`config.mk`:
```
export PLATFORM = sky130hd
export DESIGN_NAME = chpn_bin_map
export DESIGN_NICKNAME = d
export VERILOG_FILES = /design/src/chpn_pkg.sv /design/src/chpn_bin_map.sv
export SDC_FILE = /design/constraint.sdc
export NUM_CORES = 2
export LEC_CHECK = 0
export ABC_AREA = 1
export BUFFER_PORTS_ARGS = -buffer_cell sky130_fd_sc_hd__buf_2
export CAP_MARGIN = 20
export CORE_ASPECT_RATIO = 1.2
export CORE_UTILIZATION = 50
export CTS_BUF_LIST = sky130_fd_sc_hd__clkbuf_4 sky130_fd_sc_hd__clkbuf_8
export CTS_CLUSTER_SIZE = 16
export DETAILED_ROUTE_END_ITERATION = 6
export PLACE_DENSITY = 0.76
export SLEW_MARGIN = 20
export SYNTH_ARGS = -nofsm -noshare
export SYNTH_HDL_FRONTEND = slang
export SYNTH_SLANG_ARGS = --single-unit
```
`constraint.sdc`:
```
create_clock -name clock -period 7.53 [get_ports clock]
set_input_delay 0.3765 -clock clock [delete_from_list [all_inputs] [get_ports clock]]
set_output_delay 0.3765 -clock clock [all_outputs]
set_load 0.02 [all_outputs]
```
`src/chpn_pkg.sv`:
```
package chpn_pkg;

   localparam int CNT_W = 32;   // bin count and peak width
   localparam int NB_W  = 13;   // active bin count width
   localparam int IDX_W = 12;   // bin index field width
   localparam int NRM_W = 16;   // normalized fraction width
   localparam int FIX_W = 32;   // Q16.16 word width

   typedef enum logic [1:0] {
      OP_CLEAR = 2'd0,
      OP_ADD   = 2'd1,
      OP_READ  = 2'd2
   } op_type;

   typedef enum logic [1:0] {
      CSR_BIN_COUNT = 2'd0,
      CSR_RANGE_MIN = 2'd1,
      CSR_INV_RANGE = 2'd2
   } csr_type;

   typedef enum logic [2:0] {
      ST_CLEAR,
      ST_IDLE,
      ST_MAP,
      ST_ADD_WR,
      ST_RD_MEM,
      ST_RD_DATA,
      ST_DIV
   } state_type;

   typedef struct packed {
      logic [FIX_W-1:0] range_min;   // two's complement Q16.16
      logic [FIX_W-1:0] inv_range;
      logic [NB_W-1:0]  nbins;       // already clamped to [2, BINS]
   } map_cfg_type;

   localparam logic [NB_W-1:0]  RST_BIN_COUNT = NB_W'(256);
   localparam logic [FIX_W-1:0] RST_RANGE_MIN = '0;
   localparam logic [FIX_W-1:0] RST_INV_RANGE = FIX_W'(65536);

endpackage

```
`src/chpn_bin_map.sv`:
```
module chpn_bin_map
   import chpn_pkg::*;
#(
   parameter int AW = 8
) (
   input  logic              clock,
   input  logic              reset,
   input  logic              in_valid,
   input  logic [FIX_W-1:0]  pixel,
   input  map_cfg_type       cfg,
   output logic              out_valid,
   output logic [AW-1:0]     bin
);

   // stage A: offset from range_min
   logic [FIX_W:0]   diff;
   logic             a_valid_ff, a_pos_ff;
   logic [FIX_W-1:0] a_dl_ff;
   // stage B: Q32.32 position
   logic             b_valid_ff, b_pos_ff;
   logic [2*FIX_W-1:0] b_prod_ff;
   // stage C: scale by bin count
   logic             c_valid_ff, c_pos_ff, c_sat_ff;
   logic [FIX_W+NB_W-1:0] c_mul_ff;
   // stage D: clamped bin
   logic             d_valid_ff;
   logic [NB_W-1:0]  d_bin_ff;
   logic [NB_W-1:0]  bin_in;
   logic [NB_W-1:0]  raw_bin;
   logic [NB_W-1:0]  last_bin;

   assign diff = {pixel[FIX_W-1], pixel} - {cfg.range_min[FIX_W-1], cfg.range_min};

   assign raw_bin  = c_mul_ff[FIX_W+NB_W-1:FIX_W];
   assign last_bin = cfg.nbins - NB_W'(1);

   always_comb begin
      if (!c_pos_ff) begin
         bin_in = '0;
      end else if (c_sat_ff || raw_bin >= cfg.nbins) begin
         bin_in = last_bin;
      end else begin
         bin_in = raw_bin;
      end
   end

   always_ff @(posedge clock) begin
      if (reset) begin
         a_valid_ff <= 1'b0;
         b_valid_ff <= 1'b0;
         c_valid_ff <= 1'b0;
         d_valid_ff <= 1'b0;
      end else begin
         a_valid_ff <= in_valid;
         b_valid_ff <= a_valid_ff;
         c_valid_ff <= b_valid_ff;
         d_valid_ff <= c_valid_ff;
      end
   end

   always_ff @(posedge clock) begin
      a_pos_ff  <= !diff[FIX_W] && (diff != '0) && (cfg.inv_range != '0);
      a_dl_ff   <= diff[FIX_W-1:0];
      b_pos_ff  <= a_pos_ff;
      b_prod_ff <= (2*FIX_W)'(a_dl_ff) * (2*FIX_W)'(cfg.inv_range);
      c_pos_ff  <= b_pos_ff;
      // at or above 1.0 goes to the last bin
      c_sat_ff  <= (b_prod_ff[2*FIX_W-1:FIX_W] != '0);
      c_mul_ff  <= (FIX_W+NB_W)'(b_prod_ff[FIX_W-1:0]) * (FIX_W+NB_W)'(cfg.nbins);
      d_bin_ff  <= bin_in;
   end

   assign out_valid = d_valid_ff;
   assign bin       = d_bin_ff[AW-1:0];

endmodule

```
==> results.ini <==
[timing]
whs_ns=0.09909
clock_skew_ns=0.03070
finalCritPeriodShare_pct=97.85
setup_viol=0
tightest_slew_ns=0.9972
finalMaxSlewViolations=0
setup_tns_ns=0
hold_viol=0
grt_setup_unrepaired=no
slew-limit-headroom_pct=33.52
min_period_ns=7.368
max_freq_mhz=135.7

[synth]
syn_nets=8874
post-synth-top-count-cell=inv_1
synth_common_cells=2216 x inv_1, 1953 x nand2_1, 1226 x fa_1, 395 x ha_1, 280 x clkbuf_1
synth_top_cell_area_share_pct=45.63
ys_seq_area_share_pct=4.653
synthTopCellsByArea=fa_1 46%, inv_1 15%, nand2_1 14%
synth_area_um2=53780
async_reset_ff_share_pct=0
netlist_instances=7141
ys_ff_latch=125
syn_avg_cell_area_um2=7.532
synth_cell_type_count=44
yosysWarnings=0
synth_ff_type=dfxtp_1
synth_largest_area_cell=fa_1
synth_edf_count=0

[final_layout]
nNetsFinal=8819
instances_no_fill=8499
syn_to_final_growth_pct=4.860
multi_input_area_um2=41780
regArea_um2=2509
drive_gt1_share_pct=4.494
finalCoreUtilization_pct=52.93
n_fill_cell=10030

[routing]
drc=2
vias_per_cell=5.204
wl_um=151600
wl_met2_um=78260
met3_length_um=10820
met1_length_um=52830
drtPass1Iterations=7
top_layer=met5
dr_total_vias=44230
wire_per_inst_um=17.84
drtAntennaViolNets=0
drt_iter0_drc=3105

[worst_setup_path]
setup.worst_path.end=b_prod_ff[36]$_DFF_P_
crit_top_cell=fa_1
cpMaxStageDelayCell=dfxtp_1
crit_buf_inv=6
rrSetupSlack_ns=0.16
r2r_end=b_prod_ff[36]$_DFF_P_
rr_startpoint=a_dl_ff[2]$_DFF_P_
cp_top_family=adder cells
crit_type=reg -> reg
crit_path_start_kind=flop
cp_max_fo=19
crit_path_start=a_dl_ff[2]$_DFF_P_
path_depth=23
cp.arrival_ns=7.82
crit_chain=buf_4 > nand2_1 > inv_1 > fa_1 > fa_1 > fa_1 > inv_1 > fa_1 > inv_1 > fa_1 > inv_1 > fa_1 > inv_1 > fa_1 > fa_1 > ha_1 > a21oi_1 > o21ai_0 > a21oi_1 > nand3_1 > a21o_2 > a21oi_1 > xor2_1
reg2reg_depth=23
cp-end-kind=flop
slowest_delay_ns=0.85
worstPathRequired_ns=7.98

[clocking]
postCtsSetupBuffers=0
cts.clk_slew.worst_paths_ns=0.08
insertion_delay_ns=0.56
root_buffer=clkbuf_8
cts.sinks=125
cts_tree=done
cts_made_buffers=17
clockBufferDepth=2
cts_max_level=4

[outcome]
violations=DRC
status=finished, violations left

[floorplanning]
fp.coreArea_um2=106500
ios=121
fp-row-count=131
initial_core_util_pct=50.48
die_area_um2=108900
die_h_um=361.3
die_w_um=301.4

[grt]
grt_max_degree=36
grt_use_total_pct=28.79
grt_pass1_wl_um=244800
antenna_found_initial=6
grt_pass1_vias=48290
grt_overflow_total=0

[placed_design]
gp_congestion=0.9891
numPortBuffers=120
dp_hpwl_um=125700
place_inst=8461

[worst_hold_path]
min_path_type=in -> reg

[flow_run]
timing.max_cap.violations=0

[per-layer routing]
layer	GRT usage, %	vias up
met5	0	-
met1	32.34	21800
met3	4.101	604
met4	15.97	6
met2	51.94	1903
li1	-	19920
[state kept, by name, indices dropped and copies added, names as in the netlist]
name,flops
c_valid_ff,1
b_prod_ff,64
a_dl_ff,32
c_sat_ff,1
b_valid_ff,1
a_pos_ff,1
b_pos_ff,1
c_mul_ff,13
c_pos_ff,1
a_valid_ff,1
out_valid,1
d_bin_ff,8
[worst reg2reg max path, cell delays in order (launching register included)]
cell and delay, ns:
dfxtp_1 0.85, buf_4 0.42, nand2_1 0.08, inv_1 0.08
fa_1 0.43, fa_1 0.41, fa_1 0.38, inv_1 0.09
fa_1 0.17, inv_1 0.06, fa_1 0.54, inv_1 0.06
fa_1 0.53, inv_1 0.05, fa_1 0.45, fa_1 0.40
ha_1 0.45, a21oi_1 0.28, o21ai_0 0.22, a21oi_1 0.17
nand3_1 0.37, a21o_2 0.39, a21oi_1 0.17, xor2_1 0.24
[area by class of cell]
cell class,count,area share (%)
clock buffer,17,0.4149
antenna,4,0.01775
tap,1396,3.097
timing repair buffer,235,2.855
multi-input combinational,4485,74.08
sequential,125,4.448
clock inverter,15,0.2995
inverter,2222,14.79
[worst min-delay path by stage]
| stage | startpoint | end | depth (start not counted) |
|---|---|---|---|
| 5_1_grt | cfg[45] | a_dl_ff[0]$_DFF_P_ | 3 |
| 3_3_place_gp | b_pos_ff$_DFF_P_ | c_pos_ff$_DFF_P_ | 0 |
| 4_1_cts | cfg[45] | a_dl_ff[0]$_DFF_P_ | 3 |
| 2_1_floorplan | a_pos_ff$_DFF_P_ | b_pos_ff$_DFF_P_ | 0 |
| 3_5_place_dp | b_pos_ff$_DFF_P_ | c_pos_ff$_DFF_P_ | 0 |
| 6_report | cfg[45] | a_dl_ff[0]$_DFF_P_ | 3 |
[what timing repair did]
item                                    in CTS  in global routing
hold buffers                                 2                  0
endpoints found under the setup margin       0                 14
gates resized for setup                      0                  6
endpoints found under the hold margin        4                  0
[placed cells by master (no fill, tap or decap), types with 92 or more instances in the layout]
cell type	instances
a21oi_1	157
buf_4	101
inv_1	2216
buf_2	120
nor2_1	258
dfxtp_1	120
o21ai_0	92
ha_1	395
fa_1	1226
nand2_1	1953
[logic make-up (layout without fill, tap and decap cells)]
group,Yosys count,in the layout,share of synthesized area [%]
compound gates,347,347,3.622
simple gates,2435,2435,17.90
flops,125,125,4.653
other cells,0,4,0
xor+xnor,82,82,1.335
buf+inv,2531,2489,17.67
fa+ha+maj,1621,1621,54.82
[through the flow]
step | area (um2) | setup WS [ns]
2_1_floorplan | 53780 | 1.068
3_3_place_gp | 55950 | 0.03188
3_5_place_dp | 55950 | -0.004784
4_1_cts | 56380 | 0.03402
5_1_grt | 56400 | 0.008674
6_report | 56400 | 0.1620
Power is left out: the tool's default activity adds up to more than one toggle a clock period on the data nets, which glitch-free logic cannot reach.
