$ cat src/chpn_pkg.sv
package chpn_pkg;

   localparam int CNT_W = 32;   // bin count and peak width
   localparam int NB_W  = 13;   // active bin count width
   localparam int IDX_W = 12;   // bin index field width
   localparam int NRM_W = 16;   // normalized fraction width
   localparam int FIX_W = 32;   // Q16.16 word width

   typedef enum logic [1:0] {
      OP_CLEAR = 2'd0,
      OP_ADD   = 2'd1,
      OP_READ  = 2'd2
   } op_type;

   typedef enum logic [1:0] {
      CSR_BIN_COUNT = 2'd0,
      CSR_RANGE_MIN = 2'd1,
      CSR_INV_RANGE = 2'd2
   } csr_type;

   typedef enum logic [2:0] {
      ST_CLEAR,
      ST_IDLE,
      ST_MAP,
      ST_ADD_WR,
      ST_RD_MEM,
      ST_RD_DATA,
      ST_DIV
   } state_type;

   typedef struct packed {
      logic [FIX_W-1:0] range_min;   // two's complement Q16.16
      logic [FIX_W-1:0] inv_range;
      logic [NB_W-1:0]  nbins;       // already clamped to [2, BINS]
   } map_cfg_type;

   localparam logic [NB_W-1:0]  RST_BIN_COUNT = NB_W'(256);
   localparam logic [FIX_W-1:0] RST_RANGE_MIN = '0;
   localparam logic [FIX_W-1:0] RST_INV_RANGE = FIX_W'(65536);

endpackage

$ cat src/chpn_div.sv
module chpn_div
   import chpn_pkg::*;
(
   input  logic             clock,
   input  logic             reset,
   input  logic             start,
   input  logic [CNT_W-1:0] count,
   input  logic [CNT_W-1:0] peak,
   output logic             done,
   output logic [NRM_W-1:0] quotient
);

   // count*65535/peak by restoring division, one quotient bit a cycle.
   // count <= peak keeps the top 32 dividend bits below peak.
   localparam int STEP_W = $clog2(NRM_W);
   localparam logic [STEP_W-1:0] LAST_STEP = STEP_W'(NRM_W - 1);

   logic [CNT_W+NRM_W-1:0] dividend;
   logic [CNT_W-1:0]       rem_ff, rem_in, div_ff;
   logic [NRM_W-1:0]       lo_ff, q_ff;
   logic [STEP_W-1:0]      step_ff;
   logic                   run_ff, done_ff;
   logic [CNT_W:0]         trial, diff;
   logic                   ge;

   assign dividend = {count, NRM_W'(0)} - {NRM_W'(0), count};
   assign trial    = {rem_ff, lo_ff[NRM_W-1]};
   assign diff     = trial - {1'b0, div_ff};
   assign ge       = (trial >= {1'b0, div_ff});
   assign rem_in   = ge ? diff[CNT_W-1:0] : trial[CNT_W-1:0];

   always_ff @(posedge clock) begin
      if (reset) begin
         run_ff  <= 1'b0;
         done_ff <= 1'b0;
         step_ff <= '0;
      end else begin
         done_ff <= run_ff && (step_ff == LAST_STEP);
         if (start) begin
            run_ff  <= 1'b1;
            step_ff <= '0;
         end else if (run_ff) begin
            step_ff <= step_ff + STEP_W'(1);
            if (step_ff == LAST_STEP) begin
               run_ff <= 1'b0;
            end
         end
      end
   end

   always_ff @(posedge clock) begin
      if (start) begin
         rem_ff <= dividend[CNT_W+NRM_W-1:NRM_W];
         lo_ff  <= dividend[NRM_W-1:0];
         div_ff <= peak;
         q_ff   <= '0;
      end else if (run_ff) begin
         rem_ff <= rem_in;
         lo_ff  <= {lo_ff[NRM_W-2:0], 1'b0};
         q_ff   <= {q_ff[NRM_W-2:0], ge};
      end
   end

   assign done     = done_ff;
   assign quotient = q_ff;

endmodule

$ cat config.mk
export PLATFORM = sky130hd
export DESIGN_NAME = chpn_div
export DESIGN_NICKNAME = d
export VERILOG_FILES = /design/src/chpn_pkg.sv /design/src/chpn_div.sv
export SDC_FILE = /design/constraint.sdc
export NUM_CORES = 1
export LEC_CHECK = 0
export ABC_AREA = 1
export BUFFER_PORTS_ARGS = -buffer_cell sky130_fd_sc_hd__buf_2
export CAP_MARGIN = 20
export CELL_PAD_IN_SITES_DETAIL_PLACEMENT = 0
export CELL_PAD_IN_SITES_GLOBAL_PLACEMENT = 1
export CORE_UTILIZATION = 35
export CTS_CLUSTER_DIAMETER = 50
export DETAILED_ROUTE_END_ITERATION = 12
export PLACE_DENSITY = 0.81
export RECOVER_POWER = 25
export REMOVE_ABC_BUFFERS = 1
export SLEW_MARGIN = 5
export SYNTH_ARGS = -nofsm -noshare
export SYNTH_HDL_FRONTEND = slang
export SYNTH_SLANG_ARGS = --single-unit
$ cat constraint.sdc
create_clock -name clock -period 2.5 [get_ports clock]
set_input_delay 0.125 -clock clock [delete_from_list [all_inputs] [get_ports clock]]
set_output_delay 0.125 -clock clock [all_outputs]
set_load 0.01 [all_outputs]
==> impl_metrics.py <==
metrics = {
    "placement": {
        "hpwlAfterDp_microns": 25600,
        "place.gp.congestion": 0.936,
        "dpl.cell_count": 1886,
        "port_buffers": 83,
    },
    "grt": {
        "grt_first_pass_wirelength_microns": 48600,
        "grt_pass1_vias": 9161,
        "antenna_found_initial": 0,
        "grt_max_degree": 64,
        "grt_use_total_pct": 23.6,
        "overflow": 0,
    },
    "timing": {
        "finalMaxSlewViolations": 0,
        "fmax_ghz": 0.413,
        "worstMarginPinSlew_ns": 1.16,
        "rsz0062_at_grt": "yes",
        "tns_ns": 0,
        "setup_violations": 0,
        "period_minus_slack_ns": 2.42,
        "finClkSkew_ns": 0.0143,
        "hold_viol": 0,
        "fin_crit_sh_pct": 96.8,
        "holdWs_ns": 0.106,
        "slew-limit-headroom_pct": 22.4,
    },
    "worst_setup_path": {
        "max_stage_delay_ns": 0.40,
        "worst-r2r-cell-count": 14,
        "cp_num_cells": 14,
        "crit_fanout": 8,
        "cp_num_buf_inv": 4,
        "critPathKind": "flop to flop",
        "cp_top_family": "simple AND/OR/NAND/NOR gates",
        "path_cells": "ha_1 > buf_4 > nand2_1 > nand2_1 > a21oi_2 > a21oi_2 > nor2_4 > buf_4 > clkbuf_16 > nand3_1 > nand2_1 > inv_1 > nand2_1 > nand2_1",
        "worst_path_most_repeated_cell": "nand2_1",
        "cp-start-kind": "flop",
        "critPathLaunch": "rem_ff[23]$_DFFE_PP_",
        "cp-end-kind": "flop",
        "cp.required_ns": 2.62,
        "r2r-start": "rem_ff[23]$_DFFE_PP_",
        "cp.arrival_ns": 2.54,
        "cpMaxStageDelayCell": "edfxtp_1",
    },
    "synth": {
        "ys.flop_type": "edfxtp_1",
        "avgSynthCellArea_sq_um": 6.40,
        "synth_top_area_share_pct": 25.9,
        "netlist_area_sq_um": 9260,
        "seq_area_frac_synth_pct": 30.7,
        "synth_top_area_cell": "edfxtp_1",
        "syn-instance-count": 1448,
        "yosysWarnings": 0,
        "synthTopCellsByArea": "edfxtp_1 (26%), nand2_1 (20%), inv_1 (11%)",
        "netlist-cell-type-count": 42,
        "ys_ff_latch": 102,
        "synth-async-reset-ratio_pct": 0,
        "synth_edf_count": 80,
    },
    "layout": {
        "finish.net_count": 1720,
        "final_cell_mix": "nand2_1 (488), inv_1 (263), nand3_1 (127), nor2_1 (125)",
        "final_common_cell": "nand2_1",
        "fillCellCount": 2775,
        "syn_to_final_growth_pct": 22.6,
        "n_antenna_cell": 0,
        "fin_cells": 1942,
        "drive_gt1_share_pct": 13.3,
        "finish.utilization_pct": 43.7,
    },
    "clock_network": {
        "cts_buffer_depth": 2,
        "clk_latency_ns": 0.37,
        "cts_made_buffers": 9,
        "cts.sinks": 102,
        "path_clk_slew_ns": 0.09,
        "htree_num_levels": 3,
        "tritoncts": "done",
        "cts_root_buffer": "clkbuf_16",
    },
    "drt": {
        "final_antenna_net_count": 0,
        "drt-met1-wl_microns": 14200,
        "met2_length_microns": 14500,
        "first_pass_iters": 6,
        "drtIter0Drc": 774,
        "wl_met3_microns": 1770,
        "drc_errors": 0,
        "wl_per_cell_microns": 16.2,
        "via_count": 9620,
        "vias_per_cell": 4.95,
        "highest_layer": "met4",
        "wirelength_microns": 31500,
    },
    "floorplan": {
        "initial_utilization_pct": 35.7,
        "die_h_microns": 165,
        "die_w_microns": 165,
        "core_sq_um": 26000,
        "die_area_sq_um": 27100,
        "io_pins": 84,
        "rows": 59,
    },
    "run": {
        "drv_cap": 0,
    },
    "power_and_ir_drop": {
        "power_w": 0.00753,
        "seqPwrFrac_pct": 30.3,
        "p_per_area_nw_per_um2": 663,
        "p_sw_w": 0.00321,
        "p_int_w": 0.00433,
        "combPwrFrac_pct": 49.5,
        "switching_share_pct": 42.6,
        "peakVddDrop_uv": 359,
        "power.share.clock_pct": 20.2,
        "p_leak_nw": 5.69,
    },
    "worst_hold_path": {
        "holdPathStages": 3,
        "min_path_type": "input port to flop",
        "worstHoldStart": "count[0]",
    },
    "status": {
        "status": "finished clean",
    },
}
## synthesized netlist by cell type, types with 2 or more instances
master	instances
nand2_1	493
inv_1	265
nor2_1	129
nand3_1	127
edfxtp_1	80
ha_1	50
a21oi_1	48
o21ai_0	37
nand3b_1	29
nand4_1	26
dfxtp_1	22
xor2_1	15
o22ai_1	14
xnor2_1	14
nor3_1	12
clkbuf_1	11
nand3_2	7
nor2_2	7
and2_1	6
nand2_2	6
o21bai_1	6
a31oi_1	5
buf_2	4
buf_6	4
a21o_1	3
buf_1	3
nor4_1	3
or2_2	3
a21oi_2	2
clkinv_1	2
inv_2	2
nand2_4	2
nor2_4	2
## sequential cells by signal (all words and copies together) (netlist names)
| name | cells |
|---|---|
| div_ff | 32 |
| done | 1 |
| lo_ff | 16 |
| quotient | 16 |
| rem_ff | 32 |
| run_ff | 1 |
| step_ff | 4 |
## stage by stage
stage / setup WS (ns) / cell area, sq um
CTS: 0.00343 / 11000
global route: -0.0202 / 11400
global placement: -0.00579 / 10300
detailed placement: 0.0199 / 10300
floorplan: 0.143 / 9130
finish: 0.0792 / 11400
## worst min-delay path: stages
cell and delay [ns]:
buf_2 0.14, nand2_1 0.06, inv_1 0.05
## worst paths after layout
check / endpoint / slack [ns]
worst max-delay path: rem_ff[25]$_DFFE_PP_ / 0.08
worst min-delay path: lo_ff[0]$_SDFFCE_PN0P_ / 0.11
worst max register to register: rem_ff[25]$_DFFE_PP_ / 0.08
worst min register to register: quotient[15]$_SDFFE_PP0P_ / 0.46
## repair_timing
action / in CTS / in global routing
hold endpoints to repair: 34 / 0
gates resized for setup: 1 / 46
pin swaps: 0 / 5
setup buffers: 0 / 6
hold buffers: 33 / 0
cloned: 0 / 1
endpoints found under the setup margin: 1 / 32
## cells by family (layout without fill, tap and decap cells)
family | count (synthesis) | after routing | synth area share [%]
AO/OA/AOI/OAI | 119 | 119 | 7.10
XOR/XNOR | 29 | 29 | 2.74
adder cells (fa/ha/maj) | 51 | 51 | 6.97
buffers and inverters | 292 | 451 | 12.4
flip-flops | 102 | 102 | 30.7
AND/OR/NAND/NOR | 855 | 855 | 40.1
## power by group through the flow
stage | Combinational, W | Clock (W) | Sequential [W]
6_report | 0.00373 | 0.00152 | 0.00228
5_1_grt | 0.00418 | 0.00162 | 0.00230
4_1_cts | 0.00341 | 0.00156 | 0.00223
3_5_place_dp | 0.00335 | 0 | 0.00226
3_3_place_gp | 0.00335 | 0 | 0.00226
2_1_floorplan | 0.00227 | 0 | 0.00221
## cell type report
type | instances | area (sq um) | share of cell area, %
Tap cell | 335 | 419 | 3.69
Clock inverter | 7 | 86.3 | 0.760
Clock buffer | 9 | 225 | 1.98
Inverter | 269 | 1010 | 8.89
Timing Repair Buffer | 166 | 1190 | 10.5
Sequential cell | 102 | 2840 | 25.0
Multi-Input combinational cell | 1054 | 5580 | 49.1
## per-layer routing
| metal | up-vias | track usage (%) |
|---|---|---|
| met5 | - | 0 |
| met4 | 0 | 9.51 |
| met3 | 49 | 3.24 |
| met1 | 4391 | 31.0 |
| met2 | 269 | 38.9 |
| li1 | 4911 | - |
No activity file was read; power rests on OpenSTA's default activity.
